==> src/blb_pkg.sv <==
package blb_pkg;

    localparam int PANEL_COLUMNS = 152;
    localparam int PANEL_ROWS = 296;

    localparam logic [1:0] OP_DRAW = 2'd0;
    localparam logic [1:0] OP_CLEAR = 2'd1;
    localparam logic [1:0] OP_READ = 2'd2;

    localparam logic [1:0] INK_WHITE = 2'd0;
    localparam logic [1:0] INK_BLACK = 2'd1;
    localparam logic [1:0] INK_RED = 2'd2;

    localparam logic [1:0] REG_CANVAS_WIDTH = 2'd0;
    localparam logic [1:0] REG_CANVAS_HEIGHT = 2'd1;
    localparam logic [1:0] REG_RED_PLANE_ON = 2'd2;

    localparam logic [8:0] CANVAS_WIDTH_RESET = 9'd296;
    localparam logic [7:0] CANVAS_HEIGHT_RESET = 8'd152;

    localparam logic [7:0] MASK_MSB = 8'h80;

    // controller to datapath commands
    typedef struct packed {
        logic load;
        logic clr_start;
        logic clr_step;
        logic rd_issue;
        logic px_read;
        logic px_write;
        logic bres_step;
        logic rd_capture;
    } dp_cmd_t;

    // datapath to controller status
    typedef struct packed {
        logic clr_last;
        logic line_last;
    } dp_stat_t;

endpackage

==> src/blb_ctrl.sv <==
module blb_ctrl (
    input  logic               clk,
    input  logic               rst_n,
    input  logic               in_valid,
    input  logic [1:0]         in_op,
    output logic               in_ready,
    output logic               res_load,
    input  logic               res_busy,
    output blb_pkg::dp_cmd_t   cmd,
    input  blb_pkg::dp_stat_t  stat
);
    typedef enum logic [2:0] {
        S_IDLE, S_CLEAR, S_RD_WAIT, S_RD_CAP, S_PX_RD, S_PX_WAIT, S_PX_WR, S_DONE
    } state_t;

    state_t state_reg, state_next;

    // next state and commands
    always_comb
    begin
        state_next = state_reg;
        cmd = '0;
        in_ready = 1'b0;
        res_load = 1'b0;
        unique case (state_reg)
            S_IDLE:
            begin
                in_ready = 1'b1;
                if (in_valid)
                begin
                    cmd.load = 1'b1;
                    if (in_op == blb_pkg::OP_DRAW)
                    begin
                        state_next = S_PX_RD;
                    end
                    else if (in_op == blb_pkg::OP_CLEAR)
                    begin
                        cmd.clr_start = 1'b1;
                        state_next = S_CLEAR;
                    end
                    else if (in_op == blb_pkg::OP_READ)
                    begin
                        cmd.rd_issue = 1'b1;
                        state_next = S_RD_WAIT;
                    end
                    else
                    begin
                        state_next = S_DONE;
                    end
                end
            end
            S_CLEAR:
            begin
                cmd.clr_step = 1'b1;
                if (stat.clr_last)
                begin
                    state_next = S_DONE;
                end
            end
            S_RD_WAIT:
            begin
                state_next = S_RD_CAP;
            end
            S_RD_CAP:
            begin
                cmd.rd_capture = 1'b1;
                state_next = S_DONE;
            end
            S_PX_RD:
            begin
                cmd.px_read = 1'b1;
                state_next = S_PX_WAIT;
            end
            S_PX_WAIT:
            begin
                state_next = S_PX_WR;
            end
            S_PX_WR:
            begin
                cmd.px_write = 1'b1;
                if (stat.line_last)
                begin
                    state_next = S_DONE;
                end
                else
                begin
                    cmd.bres_step = 1'b1;
                    state_next = S_PX_RD;
                end
            end
            S_DONE:
            begin
                if (!res_busy)
                begin
                    res_load = 1'b1;
                    state_next = S_IDLE;
                end
            end
            default:
            begin
                state_next = S_IDLE;
            end
        endcase
    end

    // state register
    always_ff @(posedge clk or negedge rst_n)
    begin
        if (!rst_n)
        begin
            state_reg <= S_IDLE;
        end
        else
        begin
            state_reg <= state_next;
        end
    end
endmodule

==> config.mk <==
export PLATFORM = sky130hd
export DESIGN_NAME = blb_ctrl
export DESIGN_NICKNAME = d
export VERILOG_FILES = /design/src/blb_pkg.sv /design/src/blb_ctrl.sv
export SDC_FILE = /design/constraint.sdc
export NUM_CORES = 1
export LEC_CHECK = 0
export BUFFER_PORTS_ARGS = -buffer_cell sky130_fd_sc_hd__buf_2
export CORE_AREA = 2 2 39 41
export CTS_BUF_LIST = sky130_fd_sc_hd__clkbuf_8 sky130_fd_sc_hd__clkbuf_16
export CTS_CLUSTER_SIZE = 25
export DETAILED_ROUTE_END_ITERATION = 10
export DIE_AREA = 0 0 41 43
export PLACE_DENSITY_LB_ADDON = 0.3
export REMOVE_ABC_BUFFERS = 1
export SYNTH_ARGS = -nofsm -noshare
export SYNTH_HDL_FRONTEND = slang
export SYNTH_SLANG_ARGS = --single-unit
==> constraint.sdc <==
create_clock -name clk -period 2.9 [get_ports clk]
set_input_delay 0.58 -clock clk [delete_from_list [all_inputs] [get_ports clk]]
set_output_delay 0.58 -clock clk [all_outputs]
set_load 0.01 [all_outputs]
* Word-level counts from Yosys, hierarchy flattened *
Index checks and enable logic that the tools add are counted.

cells by class
  add/subtract/negate cells = 0
  multiply operators = 0
  divide/modulo/power cells = 0
  $lt $le $gt $ge = 0
  equality and inequality tests = 12
  shift-type cells = 0
  multiplexer cells = 25
  bitwise gates (word level) = 0
  reductions and logical operators = 3

operators by type and width
  kind                                                                   number
  3-bit one-hot mux with 8 select lines                                  1
  3-bit 2-to-1 mux                                                       6
  1-bit 2-to-1 mux                                                       14
  3-bit equality test, second input constant                             4
  2-bit 2-to-1 mux                                                       4
  3-bit by 2-bit equality test with 1-bit output, second input constant  2
  2-bit != test, second input constant                                   3
  3-bit by 1-bit equality test with 1-bit output, second input constant  1
  3-bit zero test                                                        1
  3-bit AND reduction                                                    1
  2-bit by 1-bit equality test with 1-bit output, second input constant  1
  2-bit equality test, second input constant                             1
  2-bit zero test                                                        1

storage, ports and cells
  register bits after elaboration = 3
  bits in latches = 0
  RAM bits = 0
  memory bits (read-only) = 0
  logic and storage cells = 41
  memories = 0

* Depth between registers and ports, before layout *
  depth after elaboration = 6
  gate-level depth with buffers = 5

* Worst setup path after synthesis *
Ideal clock, no wire load.

  path type = input-to-output
  start point = input port in_op[0]
  end point = output port cmd[4] (netlist bit)
  arrival = 0.987 ns
  required time = 2.320 ns
  slack = 1.333 ns
  stages on the path = 3
  path buffers = 0
  cell sequence = inv_1 -> ha_1 -> and3_1

RTL lines
  item         RTL line       text
  from (decl)  blb_ctrl.sv:5  input logic [1:0] in_op,
  to (decl)    blb_ctrl.sv:9  output blb_pkg::dp_cmd_t cmd,

==> impl_table.tex <==
\begin{tabular}{lr}
\hline
Metric & Value \\
\hline
\multicolumn{2}{l}{\textbf{Worst setup path}} \\
Worst endpoint data arrival time & 1410 ps \\
Launch point of the worst reg-to-reg path & state\_reg[0] \\
Crit. End Element & output pin \\
Largest delay share family, worst path & flip-flops \\
Start-to-end type of the worst setup path & register to output pin \\
Top fanout value on the critical path & 14 \\
Crit-path cells & nor3\_2 > and3\_1 > buf\_2 \\
Critical path's largest stage delay & $\sim$540 ps \\
WP data required & between 2000 and 2500 ps \\
Crit path buffers/inverters & 1 \\
Critical Path Start & state\_reg[0] \\
CP startpoint kind & register \\
CP max stage cell & dfrtp\_1 \\
\multicolumn{2}{l}{\textbf{Power and ir drop}} \\
Combinational cell fraction of total power & 38.7\% \\
Leakage power & 0.271 nW \\
Flop pwr share & 33.1\% \\
Fraction of power spent switching nets & a little under half \\
Highest ir drop seen on vdd & roughly 0.24 mV \\
Power density over the cells & roughly 860 nW/um2 \\
Net switching component of the power & 185 uW \\
Power Total & 410 uW \\
Internal power & 225 uW \\
Clock network power share & 28.3\% \\
\multicolumn{2}{l}{\textbf{Die}} \\
Initial core utilization & 25.9\% \\
Placement row count & 14 \\
Standard cell core area & 1380 um2 \\
Die width & approximately 41 um \\
I/O pin count & 18 \\
Die area & approximately 1800 um2 \\
Die Y & 43 um \\
\multicolumn{2}{l}{\textbf{Placement}} \\
Total half-perimeter wirelength after legalization and detailed placement & 626 um \\
Placement-stage cell area & 434 um2 \\
Dpl cells & 75 \\
Setup Slack @ Placement & 1100 ps \\
Count of input and output buffers & 17 \\
Gpl congestion & 0.672 \\
\multicolumn{2}{l}{\textbf{Clock tree}} \\
Clock edge transition at the registers on the reported setup and hold paths & 30 ps \\
H-tree depth & 1 \\
Clock tree root buffer cell & clkbuf\_8 \\
Clock tree from TritonCTS & done \\
Sinks on Clock Net & 3 \\
Source-to-sink clock delay at the later pin of the worst-skew pair & 210 ps \\
CTS buffer count & 3 \\
Number of buffers on the longest clock path & 2 \\
Number of post-CTS setup repair buffers & 0 \\
\# resized after CTS & 0 \\
CTS hold repair buffers & 0 \\
\multicolumn{2}{l}{\textbf{Logic synthesis}} \\
Synth cell count leaders & ha\_1, inv\_1, nor3\_1 \\
Xor and xnor area share after synthesis & 0\% \\
Ys flop type & dfrtp\_1 \\
Mapped Cells & 45 \\
Top post-synthesis cells by area & dfrtp\_1, ha\_1, buf\_6, nor3\_1, nor3\_2 \\
Synthesis warning total & 0 \\
Largest family of logic cells by synthesized area & simple AND/OR/NAND/NOR gates \\
Area share of the leading cell type in the synthesized netlist & 20.9\% \\
Number of distinct library cells after synthesis & 21 \\
Count of flip-flops with a built-in enable after synthesis & 0 \\
Area of the mapped netlist & between 300 and 400 um2 \\
Share of flip-flops with an asynchronous set or reset & 100\% \\
Cell accounting for the most synthesized area & dfrtp\_1 \\
Proportion of synthesized chip area in sequential cells & 20.9\% \\
Adder-cell share of the synthesized area & 17.4\% \\
Synthesized-area fraction occupied by ao, oa, aoi and oai cells & 20.2\% \\
Flip-flop and latch count after synthesis & 3 \\
Simple-gate portion of the synthesized area & 27.9\% \\
Syn\_area\_per\_cell & 7.98 um2 \\
Portion of netlist area occupied by mux cells & 0\% \\
\multicolumn{2}{l}{\textbf{Timing}} \\
Max-slew headroom at the worst pin & between 60 and 70\% \\
Fin Clk Skew & 4.65 ps \\
Final setup violation count & 0 \\
Clock period minus worst slack & 1990 ps \\
Number of hold violations in the final report & 0 \\
RSZ-0062 raised after global routing & no \\
Worst slew pin tran & 464 ps \\
Final Max Tran Viols & 0 \\
Total negative slack & 0 ps \\
Smallest hold slack & between 150 and 200 ps \\
Smallest setup slack after layout & 906 ps \\
Ratio of final minimum period to clock period & 68.8\% \\
Highest achievable clock rate & between 500 and 600 MHz \\
\multicolumn{2}{l}{\textbf{Final layout}} \\
P\&R area growth vs syn & 33.4\% \\
Max reg flops & 3 \\
Design area & about 480 um2 \\
Layout cell share with drive strength beyond 1 & 36.5\% \\
Post-Layout Cell Count & a little under 80 \\
Multi-input combinational cell area & 235 um2 \\
Ant diodes & 0 \\
Flip-flop and latch area & 75.1 um2 \\
Layout Utilization & 34.6\% \\
Nets & 77 \\
Layout fillers & 166 \\
\multicolumn{2}{l}{\textbf{Global routing}} \\
Via count of the first global-routing pass & 321 \\
Wire length of the first global-routing pass & 1.31 mm \\
GR Util All Layers & 10.9\% \\
Initial antenna violation count & 0 \\
Total grt overflow & 0 \\
Maximum number of pins on one net before global-route repair & 15 \\
\multicolumn{2}{l}{\textbf{Route}} \\
Wirelength per Cell & 10.7 um \\
Via/cell ratio & 4.67 \\
1st-pass router iterations & 3 \\
DR vias & 369 \\
DR iter-0 viols & 2 \\
Routed WL & 842 um \\
Detail Route Antenna Nets & 0 \\
DRC violation count after routing & 0 \\
\multicolumn{2}{l}{\textbf{Flow run}} \\
Number of max-cap violations & 0 \\
\multicolumn{2}{l}{\textbf{Run status}} \\
Status & complete, no violations \\
\multicolumn{2}{l}{\textbf{Worst hold path}} \\
Hold/Removal Path Class & primary input to async pin \\
\hline
\end{tabular}
==> cell families (layout without fill, tap and decap cells) <==
group           Yosys count  after routing
flops                     3              3
fa+ha+maj                 5              5
buf+inv                   8             26
compound gates           12             12
simple gates             17             17
==> metal layers <==
layer	track usage [%]	up-vias	part of all wire (%)
li1	-	193	-
met1	13.1	160	49
met2	16.6	16	42
met3	4.71	0	8.3
met4	4.00	0	0
met5	0	-	0
==> layout make-up <==
class | instances | area share (%)
sequential | 3 | 15.7
clock inverter | 1 | 0.783
clock buffer | 3 | 8.62
multi-input combinational | 34 | 49.1
inverter | 5 | 3.92
tap | 16 | 4.18
timing repair buffer | 17 | 17.8
==> power groups by stage <==
stage | Clock [mW] | Sequential [mW] | Combinational [mW]
floorplan | 0 | 0.116 | 0.110
global placement | 0 | 0.134 | 0.159
detailed placement | 0 | 0.133 | 0.159
CTS | 0.121 | 0.134 | 0.162
global route | 0.124 | 0.142 | 0.181
finish | 0.116 | 0.136 | 0.159
==> worst paths after layout <==
kind                                endpoint  slack [ps]  cells past startpoint
worst max-delay path                  cmd[6]         910                      3
worst min-delay path            state_reg[0]         150                      1
worst max register to register  state_reg[0]        1570                      4
worst min register to register  state_reg[2]         780                      1
max in group asynchronous       state_reg[1]        2640                      1
min in group clk                state_reg[0]         680                      4
==> worst register-to-register path, stage by stage, from the launching register on <==
cell and delay [ps]:
dfrtp_1 540, nor3_2 350, o21ai_1 110, o21ai_1 90, a31oi_1 110
==> cells in the final DEF (no fill, tap or decap), types with 3 or more instances in the layout <==
master,n
a21oi_1,3
buf_2,17
clkbuf_8,3
dfrtp_1,3
ha_1,5
inv_1,6
nand2_1,3
nor2_1,3
nor3_1,4
o21ai_1,3
Note: power is estimated with default switching activity, not from simulation.
